### config.mk
export PLATFORM = sky130hd
export DESIGN_NAME = epoch_seconds_to_calendar_core
export DESIGN_NICKNAME = d
export VERILOG_FILES = /design/src/hdl/esc_pkg.sv /design/src/hdl/epoch_seconds_to_calendar_core.sv /design/src/hdl/esc_ctrl.sv /design/src/hdl/esc_datapath.sv
export SDC_FILE = /design/constraint.sdc
export NUM_CORES = 1
export LEC_CHECK = 0
export ABC_AREA = 1
export BUFFER_PORTS_ARGS = -buffer_cell sky130_fd_sc_hd__buf_2
export CORE_AREA = 10 10 271 273
export CTS_CLUSTER_DIAMETER = 50
export DETAILED_ROUTE_END_ITERATION = 6
export DIE_AREA = 0 0 281 283
export HOLD_SLACK_MARGIN = 0.03
export RECOVER_POWER = 25
export SETUP_SLACK_MARGIN = 0.3
export SLEW_MARGIN = 10
export SYNTH_ARGS = -nofsm -noshare
export SYNTH_HDL_FRONTEND = slang
export SYNTH_SLANG_ARGS = --single-unit
### constraint.sdc
create_clock -name clk -period 5.6 [get_ports clk]
set_clock_uncertainty 0.05 [all_clocks]
set_input_delay 0.56 -clock clk [delete_from_list [all_inputs] [get_ports clk]]
set_output_delay 0.56 -clock clk [all_outputs]
set_load 0.01 [all_outputs]
### src/hdl/esc_pkg.sv
// shared types, constants and helper functions for the epoch seconds to calendar core
// no dependencies
package esc_pkg;

  // days: (stamp >> 7) / 675 by the reciprocal ceil(2^35 / 675)
  localparam logic [25:0] DAY_RECIP  = 26'd50903317;
  localparam logic [9:0]  DAY_UNIT   = 10'd675;
  // hours: (second of day >> 4) / 225 by ceil(2^21 / 225)
  localparam logic [13:0] HOUR_RECIP = 14'd9321;
  localparam logic [7:0]  HOUR_UNIT  = 8'd225;
  // minutes: (second of hour >> 2) / 15 by ceil(2^14 / 15)
  localparam logic [10:0] MIN_RECIP  = 11'd1093;
  localparam logic [3:0]  MIN_UNIT   = 4'd15;
  localparam logic [7:0]  EPOCH_YEAR_OFS = 8'd70;
  localparam logic [7:0]  NONLEAP_CENTURY_OFS = 8'd200;
  localparam logic [2:0]  EPOCH_WEEKDAY = 3'd4;
  localparam logic [3:0]  LAST_MONTH = 4'd11;

  typedef enum logic [2:0] {
    ST_IDLE,
    ST_DIV,
    ST_HOUR,
    ST_MIN,
    ST_YEAR,
    ST_MONTH
  } state_t;

  typedef struct packed {
    logic       load;
    logic       div_step;
    logic       tod_step;
    logic       tod_min;
    logic       phase;
    logic       year_step;
    logic       month_load;
    logic       month_step;
    logic       finish;
  } cmd_t;

  typedef struct packed {
    logic year_done;
    logic month_done;
  } status_t;

  // leap rule on years since 1900, valid for 1901..2155
  function automatic logic is_leap(input logic [7:0] y);
    return (y[1:0] == 2'd0) && (y != NONLEAP_CENTURY_OFS);
  endfunction

  function automatic logic [4:0] month_len(input logic leap, input logic [3:0] m);
    logic [4:0] len;
    case (m)
      4'd0, 4'd2, 4'd4, 4'd6, 4'd7, 4'd9, 4'd11: len = 5'd31;
      4'd3, 4'd5, 4'd8, 4'd10: len = 5'd30;
      4'd1: len = leap ? 5'd29 : 5'd28;
      default: len = 5'd31;
    endcase
    return len;
  endfunction

  function automatic logic [2:0] mod7_small(input logic [4:0] v);
    logic [4:0] r;
    if (v < 5'd7) begin
      r = v;
    end else if (v < 5'd14) begin
      r = v - 5'd7;
    end else if (v < 5'd21) begin
      r = v - 5'd14;
    end else if (v < 5'd28) begin
      r = v - 5'd21;
    end else begin
      r = v - 5'd28;
    end
    return r[2:0];
  endfunction

  function automatic logic [2:0] wd_add(input logic [2:0] a, input logic [2:0] b);
    logic [3:0] s;
    logic [3:0] r;
    s = {1'b0, a} + {1'b0, b};
    r = (s >= 4'd7) ? (s - 4'd7) : s;
    return r[2:0];
  endfunction

endpackage

### src/hdl/epoch_seconds_to_calendar_core.sv
// epoch seconds to utc calendar fields, top level; depends on esc_pkg, esc_ctrl, esc_datapath
// one item at a time: start is taken only while idle; the year loop steps once for each
// whole year past 1970 (0..136) and the month loop once for each month before the month
// index (0..11), so the run time grows with the date
// busy is low again in the cycle that carries done, so a new start can be taken then
// synchronous active-high rst returns the controller to idle and clears done; results hold
module epoch_seconds_to_calendar_core (
  input  logic        clk,
  input  logic        rst,
  input  logic        start,
  output logic        busy,
  input  logic [31:0] epoch_seconds,
  output logic        done,
  output logic [5:0]  second_of_minute,
  output logic [5:0]  minute_of_hour,
  output logic [4:0]  hour_of_day,
  output logic [4:0]  day_of_month,
  output logic [3:0]  month_index,
  output logic [7:0]  years_since_1900,
  output logic [2:0]  weekday,
  output logic [8:0]  day_of_year
);

  esc_pkg::cmd_t    cmd;
  esc_pkg::status_t status;

  esc_ctrl u_ctrl (
    .clk    (clk),
    .rst    (rst),
    .start  (start),
    .status (status),
    .cmd    (cmd),
    .busy   (busy),
    .done   (done)
  );

  esc_datapath u_dp (
    .clk              (clk),
    .epoch_seconds    (epoch_seconds),
    .cmd              (cmd),
    .status           (status),
    .second_of_minute (second_of_minute),
    .minute_of_hour   (minute_of_hour),
    .hour_of_day      (hour_of_day),
    .day_of_month     (day_of_month),
    .month_index      (month_index),
    .years_since_1900 (years_since_1900),
    .weekday          (weekday),
    .day_of_year      (day_of_year)
  );

endmodule

### src/hdl/esc_ctrl.sv
// sequencing state machine: division, time of day, year and month loops
// depends on esc_pkg
module esc_ctrl (
  input  logic             clk,
  input  logic             rst,
  input  logic             start,
  input  esc_pkg::status_t status,
  output esc_pkg::cmd_t    cmd,
  output logic             busy,
  output logic             done
);

  esc_pkg::state_t state;
  esc_pkg::state_t state_next;
  logic            phase;
  logic            phase_next;

  always_ff @(posedge clk) begin
    if (rst) begin
      state <= esc_pkg::ST_IDLE;
      phase <= 1'b0;
      done  <= 1'b0;
    end else begin
      state <= state_next;
      phase <= phase_next;
      done  <= cmd.finish;
    end
  end

  // each division takes a quotient step, then a remainder step
  always_comb begin
    state_next = state;
    phase_next = phase;
    cmd        = '0;
    case (state)
      esc_pkg::ST_IDLE: begin
        if (start) begin
          cmd.load   = 1'b1;
          phase_next = 1'b0;
          state_next = esc_pkg::ST_DIV;
        end
      end
      esc_pkg::ST_DIV: begin
        cmd.div_step = 1'b1;
        cmd.phase    = phase;
        if (phase) begin
          phase_next = 1'b0;
          state_next = esc_pkg::ST_HOUR;
        end else begin
          phase_next = 1'b1;
        end
      end
      esc_pkg::ST_HOUR: begin
        cmd.tod_step = 1'b1;
        cmd.phase    = phase;
        if (phase) begin
          phase_next = 1'b0;
          state_next = esc_pkg::ST_MIN;
        end else begin
          phase_next = 1'b1;
        end
      end
      esc_pkg::ST_MIN: begin
        cmd.tod_step = 1'b1;
        cmd.tod_min  = 1'b1;
        cmd.phase    = phase;
        if (phase) begin
          phase_next = 1'b0;
          state_next = esc_pkg::ST_YEAR;
        end else begin
          phase_next = 1'b1;
        end
      end
      esc_pkg::ST_YEAR: begin
        if (status.year_done) begin
          cmd.month_load = 1'b1;
          state_next     = esc_pkg::ST_MONTH;
        end else begin
          cmd.year_step = 1'b1;
        end
      end
      esc_pkg::ST_MONTH: begin
        if (status.month_done) begin
          cmd.finish = 1'b1;
          state_next = esc_pkg::ST_IDLE;
        end else begin
          cmd.month_step = 1'b1;
        end
      end
      default: begin
        state_next = esc_pkg::ST_IDLE;
      end
    endcase
  end

  assign busy = (state != esc_pkg::ST_IDLE);

endmodule

### src/hdl/esc_datapath.sv
// datapath: reciprocal dividers, year and month subtraction, weekday tracking, result registers
// depends on esc_pkg
module esc_datapath (
  input  logic             clk,
  input  logic [31:0]      epoch_seconds,
  input  esc_pkg::cmd_t    cmd,
  output esc_pkg::status_t status,
  output logic [5:0]       second_of_minute,
  output logic [5:0]       minute_of_hour,
  output logic [4:0]       hour_of_day,
  output logic [4:0]       day_of_month,
  output logic [3:0]       month_index,
  output logic [7:0]       years_since_1900,
  output logic [2:0]       weekday,
  output logic [8:0]       day_of_year
);

  logic [31:0] stamp;
  logic [16:0] rem;
  logic [15:0] days;
  logic [4:0]  hour_acc;
  logic [5:0]  minute_acc;
  logic [7:0]  year;
  logic [2:0]  wd;
  logic [8:0]  mday;
  logic [3:0]  month;

  // day split
  logic [24:0] day_num;
  logic [50:0] day_prod;
  logic [9:0]  day_back;
  logic [9:0]  day_left;

  // hour split
  logic [12:0] hour_num;
  logic [25:0] hour_prod;
  logic [7:0]  hour_back;
  logic [7:0]  hour_left;

  // minute split
  logic [9:0]  min_num;
  logic [19:0] min_prod;
  logic [3:0]  min_back;
  logic [3:0]  min_left;

  // year and month step
  logic        leap;
  logic [8:0]  ylen;
  logic [4:0]  mlen;

  assign day_num   = stamp[31:7];
  assign day_prod  = {26'd0, day_num} * {25'd0, esc_pkg::DAY_RECIP};
  // remainder is below the unit, so the low bits carry it exactly
  assign day_back  = days[9:0] * esc_pkg::DAY_UNIT;
  assign day_left  = day_num[9:0] - day_back;

  assign hour_num  = rem[16:4];
  assign hour_prod = {13'd0, hour_num} * {12'd0, esc_pkg::HOUR_RECIP};
  assign hour_back = {3'd0, hour_acc} * esc_pkg::HOUR_UNIT;
  assign hour_left = hour_num[7:0] - hour_back;

  assign min_num   = rem[11:2];
  assign min_prod  = {10'd0, min_num} * {9'd0, esc_pkg::MIN_RECIP};
  assign min_back  = minute_acc[3:0] * esc_pkg::MIN_UNIT;
  assign min_left  = min_num[3:0] - min_back;

  assign leap = esc_pkg::is_leap(year);
  assign ylen = leap ? 9'd366 : 9'd365;
  assign mlen = esc_pkg::month_len(leap, month);

  assign status.year_done  = (days < {7'd0, ylen});
  assign status.month_done = (month == esc_pkg::LAST_MONTH) || (mday < {4'd0, mlen});

  always_ff @(posedge clk) begin
    if (cmd.load) begin
      stamp <= epoch_seconds;
      year  <= esc_pkg::EPOCH_YEAR_OFS;
      wd    <= esc_pkg::EPOCH_WEEKDAY;
    end
    if (cmd.div_step) begin
      if (cmd.phase) begin
        rem <= {day_left, stamp[6:0]};
      end else begin
        days <= day_prod[50:35];
      end
    end
    if (cmd.tod_step) begin
      if (cmd.tod_min) begin
        if (cmd.phase) begin
          rem <= {11'd0, min_left, rem[1:0]};
        end else begin
          minute_acc <= min_prod[19:14];
        end
      end else begin
        if (cmd.phase) begin
          rem <= {5'd0, hour_left, rem[3:0]};
        end else begin
          hour_acc <= hour_prod[25:21];
        end
      end
    end
    if (cmd.year_step) begin
      days <= days - {7'd0, ylen};
      year <= year + 8'd1;
      wd   <= esc_pkg::wd_add(wd, leap ? 3'd2 : 3'd1);
    end
    if (cmd.month_load) begin
      mday  <= days[8:0];
      month <= 4'd0;
    end
    if (cmd.month_step) begin
      mday  <= mday - {4'd0, mlen};
      month <= month + 4'd1;
      wd    <= esc_pkg::wd_add(wd, esc_pkg::mod7_small(mlen));
    end
    if (cmd.finish) begin
      second_of_minute <= rem[5:0];
      minute_of_hour   <= minute_acc;
      hour_of_day      <= hour_acc;
      day_of_month     <= mday[4:0] + 5'd1;
      month_index      <= month;
      years_since_1900 <= year;
      weekday          <= esc_pkg::wd_add(wd, esc_pkg::mod7_small(mday[4:0]));
      day_of_year      <= days[8:0];
    end
  end

endmodule

==> results_tabular.tex <==
\begin{tabular}{lr}
\hline
Metric & Value \\
\hline
\multicolumn{2}{l}{\textbf{Clocking}} \\
TritonCTS clock tree & yes \\
Number of buffers created by CTS & 17 \\
Clock transition at the register clock pins on the worst setup and hold paths after CTS & 0.08 ns \\
Maximum root-to-sink buffer count & 2 \\
Clock insertion delay at the later pin of the skew report & 0.49 ns \\
Depth of the CTS H-tree & 4 \\
Clk Tree Root Cell & clkbuf\_16 \\
Number of buffers inserted for hold repair after clock tree synthesis & 0 \\
Total clock sinks & 151 \\
\multicolumn{2}{l}{\textbf{Yosys}} \\
Syn Area/Cell & 8.32 um2 \\
Synth Cell Area & 23600 um2 \\
Number of distinct library cells after synthesis & 47 \\
Count of synthesis-stage warnings from yosys & 0 \\
Sequential element share of the synthesized area & 0.185 \\
Flip-flop cell with the highest count after synthesis & edfxtp\_1 \\
Synth Instances & 2835 \\
Fraction of registers with async set/reset & 0 \\
Number of register bits inferred by synthesis & 151 \\
Synth area leaders & ha\_1 (25\%), fa\_1 (21\%), edfxtp\_1 (17\%) \\
Library cell occupying the most area in the post-synthesis netlist & ha\_1 \\
Leading post-synthesis cells by instance count & inv\_1 (796), nand2\_1 (574), ha\_1 (480) \\
Syn nets & 3592 \\
Number of enable-type register cells in the synthesized netlist & 133 \\
Share of the synthesized area in the top cell type & 0.255 \\
Most common cell in the synthesized netlist & inv\_1 \\
\multicolumn{2}{l}{\textbf{Place}} \\
Setup slack after placement & -0.0995 ns \\
Count of input and output buffers & 82 \\
Final RePlAce weighted congestion & 0.937 \\
Post-detail-place hpwl & 53.8 mm \\
\multicolumn{2}{l}{\textbf{Job}} \\
Number of maximum-capacitance violations & 0 \\
\multicolumn{2}{l}{\textbf{Drt}} \\
Antenna Nets Post-Route & 0 \\
Average routed wire per standard cell & 15.9 um \\
Starting DRC count in detailed routing & 1024 \\
Number of iterations in the first detailed-routing pass & 5 \\
Total number of vias & 18.2k \\
DRC violations left & 0 \\
Routed wire length & 62.8 mm \\
Via-to-Cell Ratio & 4.61 \\
\multicolumn{2}{l}{\textbf{Timing}} \\
Post-route worst setup slack & 0.0614 ns \\
Final setup violating endpoints & 0 \\
Achievable frequency & 181 MHz \\
Hold Violations, Final & 0 \\
Normalized max-slew margin & 0.361 \\
Number of max-slew violations in the final report & 0 \\
Shortest clock period the worst path allows after layout & 5.54 ns \\
Final period utilization & 0.989 \\
RSZ-0062 raised after global routing & true \\
Slew at the pin closest to its max-slew limit & 0.959 ns \\
\multicolumn{2}{l}{\textbf{Layout}} \\
Number of nets in the layout & 3816 \\
Area delta synth->final & 18.2\% \\
Filler Cells Inserted & 6759 \\
Fraction of final layout cells sized beyond drive strength 1 & 0.169 \\
Number of diodes added for antenna fixing & 0 \\
\multicolumn{2}{l}{\textbf{Run status}} \\
Outcome & complete, no violations \\
\multicolumn{2}{l}{\textbf{Worst setup path}} \\
CP arrival & 5.71 ns \\
Maximum fanout encountered on the critical timing path & 4 \\
CP startpoint kind & register \\
Crit path capture type & register \\
Reg2reg path depth & 21 \\
Required time reported for the critical path endpoint & 5.77 ns \\
Critical path class & reg -> reg \\
\multicolumn{2}{l}{\textbf{Floorplan}} \\
Chip width & 281 um \\
IO Count & 83 \\
Chip Height & 283 um \\
Die outline area & 79500 um2 \\
Cell Rows & 96 \\
Starting utilization of the core area & 0.346 \\
Area inside the core boundary & 68100 um2 \\
\multicolumn{2}{l}{\textbf{GRT}} \\
Number of global-route vias before repair & 18.8k \\
GRT Overall Usage & 0.163 \\
Global route overflow & 0 \\
Number of antenna violations at the first check in global routing & 1 \\
Wire length of the first global-routing pass & 101 mm \\
Maximum number of pins on one net before global-route repair & 33 \\
\multicolumn{2}{l}{\textbf{Hold path}} \\
Number of cells on the worst hold path & 1 \\
Class of the most critical hold timing path & in -> reg \\
\hline
\end{tabular}
==> kinds of logic (layout without fill, tap and decap cells) <==
kind of cell	Yosys count	after routing	synth area share
xor+xnor	67	67	0.0249
fa+ha+maj	722	722	0.460
simple gates	888	888	0.154
buf+inv	813	1050	0.130
compound gates	194	194	0.0462
flops	151	151	0.185
==> final cells by class <==
| type | count | area (um2) | area share |
|---|---|---|---|
| multi-input combinational | 1871 | 17400 | 0.623 |
| timing repair buffer | 217 | 1450 | 0.0518 |
| clock inverter | 15 | 179 | 0.00642 |
| sequential | 151 | 4350 | 0.156 |
| tap | 882 | 1100 | 0.0396 |
| inverter | 801 | 3020 | 0.108 |
| clock buffer | 17 | 425 | 0.0153 |
==> metrics by stage <==
stage | util | cells | instance area, um2 | hold slack (ns) | setup TNS, ns
after floorplan | - | 2835 | 23900 | 0.350 | 0
after global placement | 0.383 | 3891 | 26100 | 0.360 | -0.165
after detailed placement | 0.383 | 3891 | 26100 | 0.371 | -0.541
after CTS | 0.404 | 3947 | 27500 | 0.147 | 0
after global routing | 0.409 | 3954 | 27900 | 0.164 | -1.49
final | 0.409 | 3954 | 27900 | 0.182 | 0
==> sequential cells by signal (all words and copies together), names as in the netlist <==
name	flops
u_dp.second_of_minute	6
u_dp.years_since_1900	8
u_ctrl.phase	1
u_dp.days	16
u_dp.wd	3
u_ctrl.state	3
u_dp.month_index	4
u_dp.minute_acc	6
u_dp.month	4
u_dp.hour_acc	5
u_dp.stamp	32
u_dp.rem	17
u_dp.day_of_year	9
u_dp.hour_of_day	5
u_dp.year	8
u_dp.day_of_month	5
u_dp.weekday	3
u_dp.minute_of_hour	6
u_ctrl.done	1
u_dp.mday	9
==> what timing repair did <==
action,CTS,global route
pin swaps,103,91
endpoints found under the hold margin,0,0
gates resized for setup,163,115
setup endpoints to repair,16,16
buffers inserted,24,7
==> cell usage in the layout (no fill, tap or decap), types with 17 or more instances in the layout <==
master     instances
inv_1            739
nand2_1          511
ha_1             440
fa_1             231
edfxtp_1         133
buf_4            128
nor2_1           104
nand3_1           79
buf_2             78
a21oi_1           62
inv_2             58
o21ai_0           56
nand2_2           45
xor2_1            39
nor2_4            39
nand4_1           33
ha_4              33
xnor2_1           28
nand2_4           21
dfxtp_1           18
clkbuf_16         17
==> metal layers <==
layer / wire [um] / vias to the layer above / global-route usage
met5: 13 / - / 0
met4: 1390 / 2 / 0.0448
met3: 3320 / 62 / 0.0312
met2: 28100 / 360 / 0.263
met1: 30000 / 8593 / 0.218
li1: - / 9193 / -
==> critical path, stage by stage (launching register included) <==
cell,delay (ns)
edfxtp_1,0.49
fa_2,0.54
ha_4,0.29
inv_2,0.03
fa_1,0.46
fa_1,0.51
inv_2,0.04
fa_1,0.52
inv_1,0.05
fa_1,0.48
inv_2,0.04
fa_1,0.48
ha_4,0.33
nand2_4,0.08
nor2_4,0.15
nand2_2,0.11
nor3_4,0.21
nand4_1,0.14
nand3_1,0.11
nand2_1,0.06
nand3_2,0.06
nand2_1,0.05
==> worst paths after layout <==
| check | start | end | slack, ns |
|---|---|---|---|
| min | epoch_seconds[6] | u_dp.stamp[6]$_DFFE_PP_ | 0.18 |
| min reg2reg | u_dp.minute_acc[4]$_DFFE_PP_ | u_dp.minute_of_hour[4]$_DFFE_PP_ | 0.38 |
| max | u_dp.stamp[26]$_DFFE_PP_ | u_dp.days[3]$_DFFE_PP_ | 0.06 |
| max reg2reg | u_dp.stamp[26]$_DFFE_PP_ | u_dp.days[3]$_DFFE_PP_ | 0.06 |
Power is left out: the tool's default activity adds up to more than one toggle a clock period on the data nets, which glitch-free logic cannot reach.
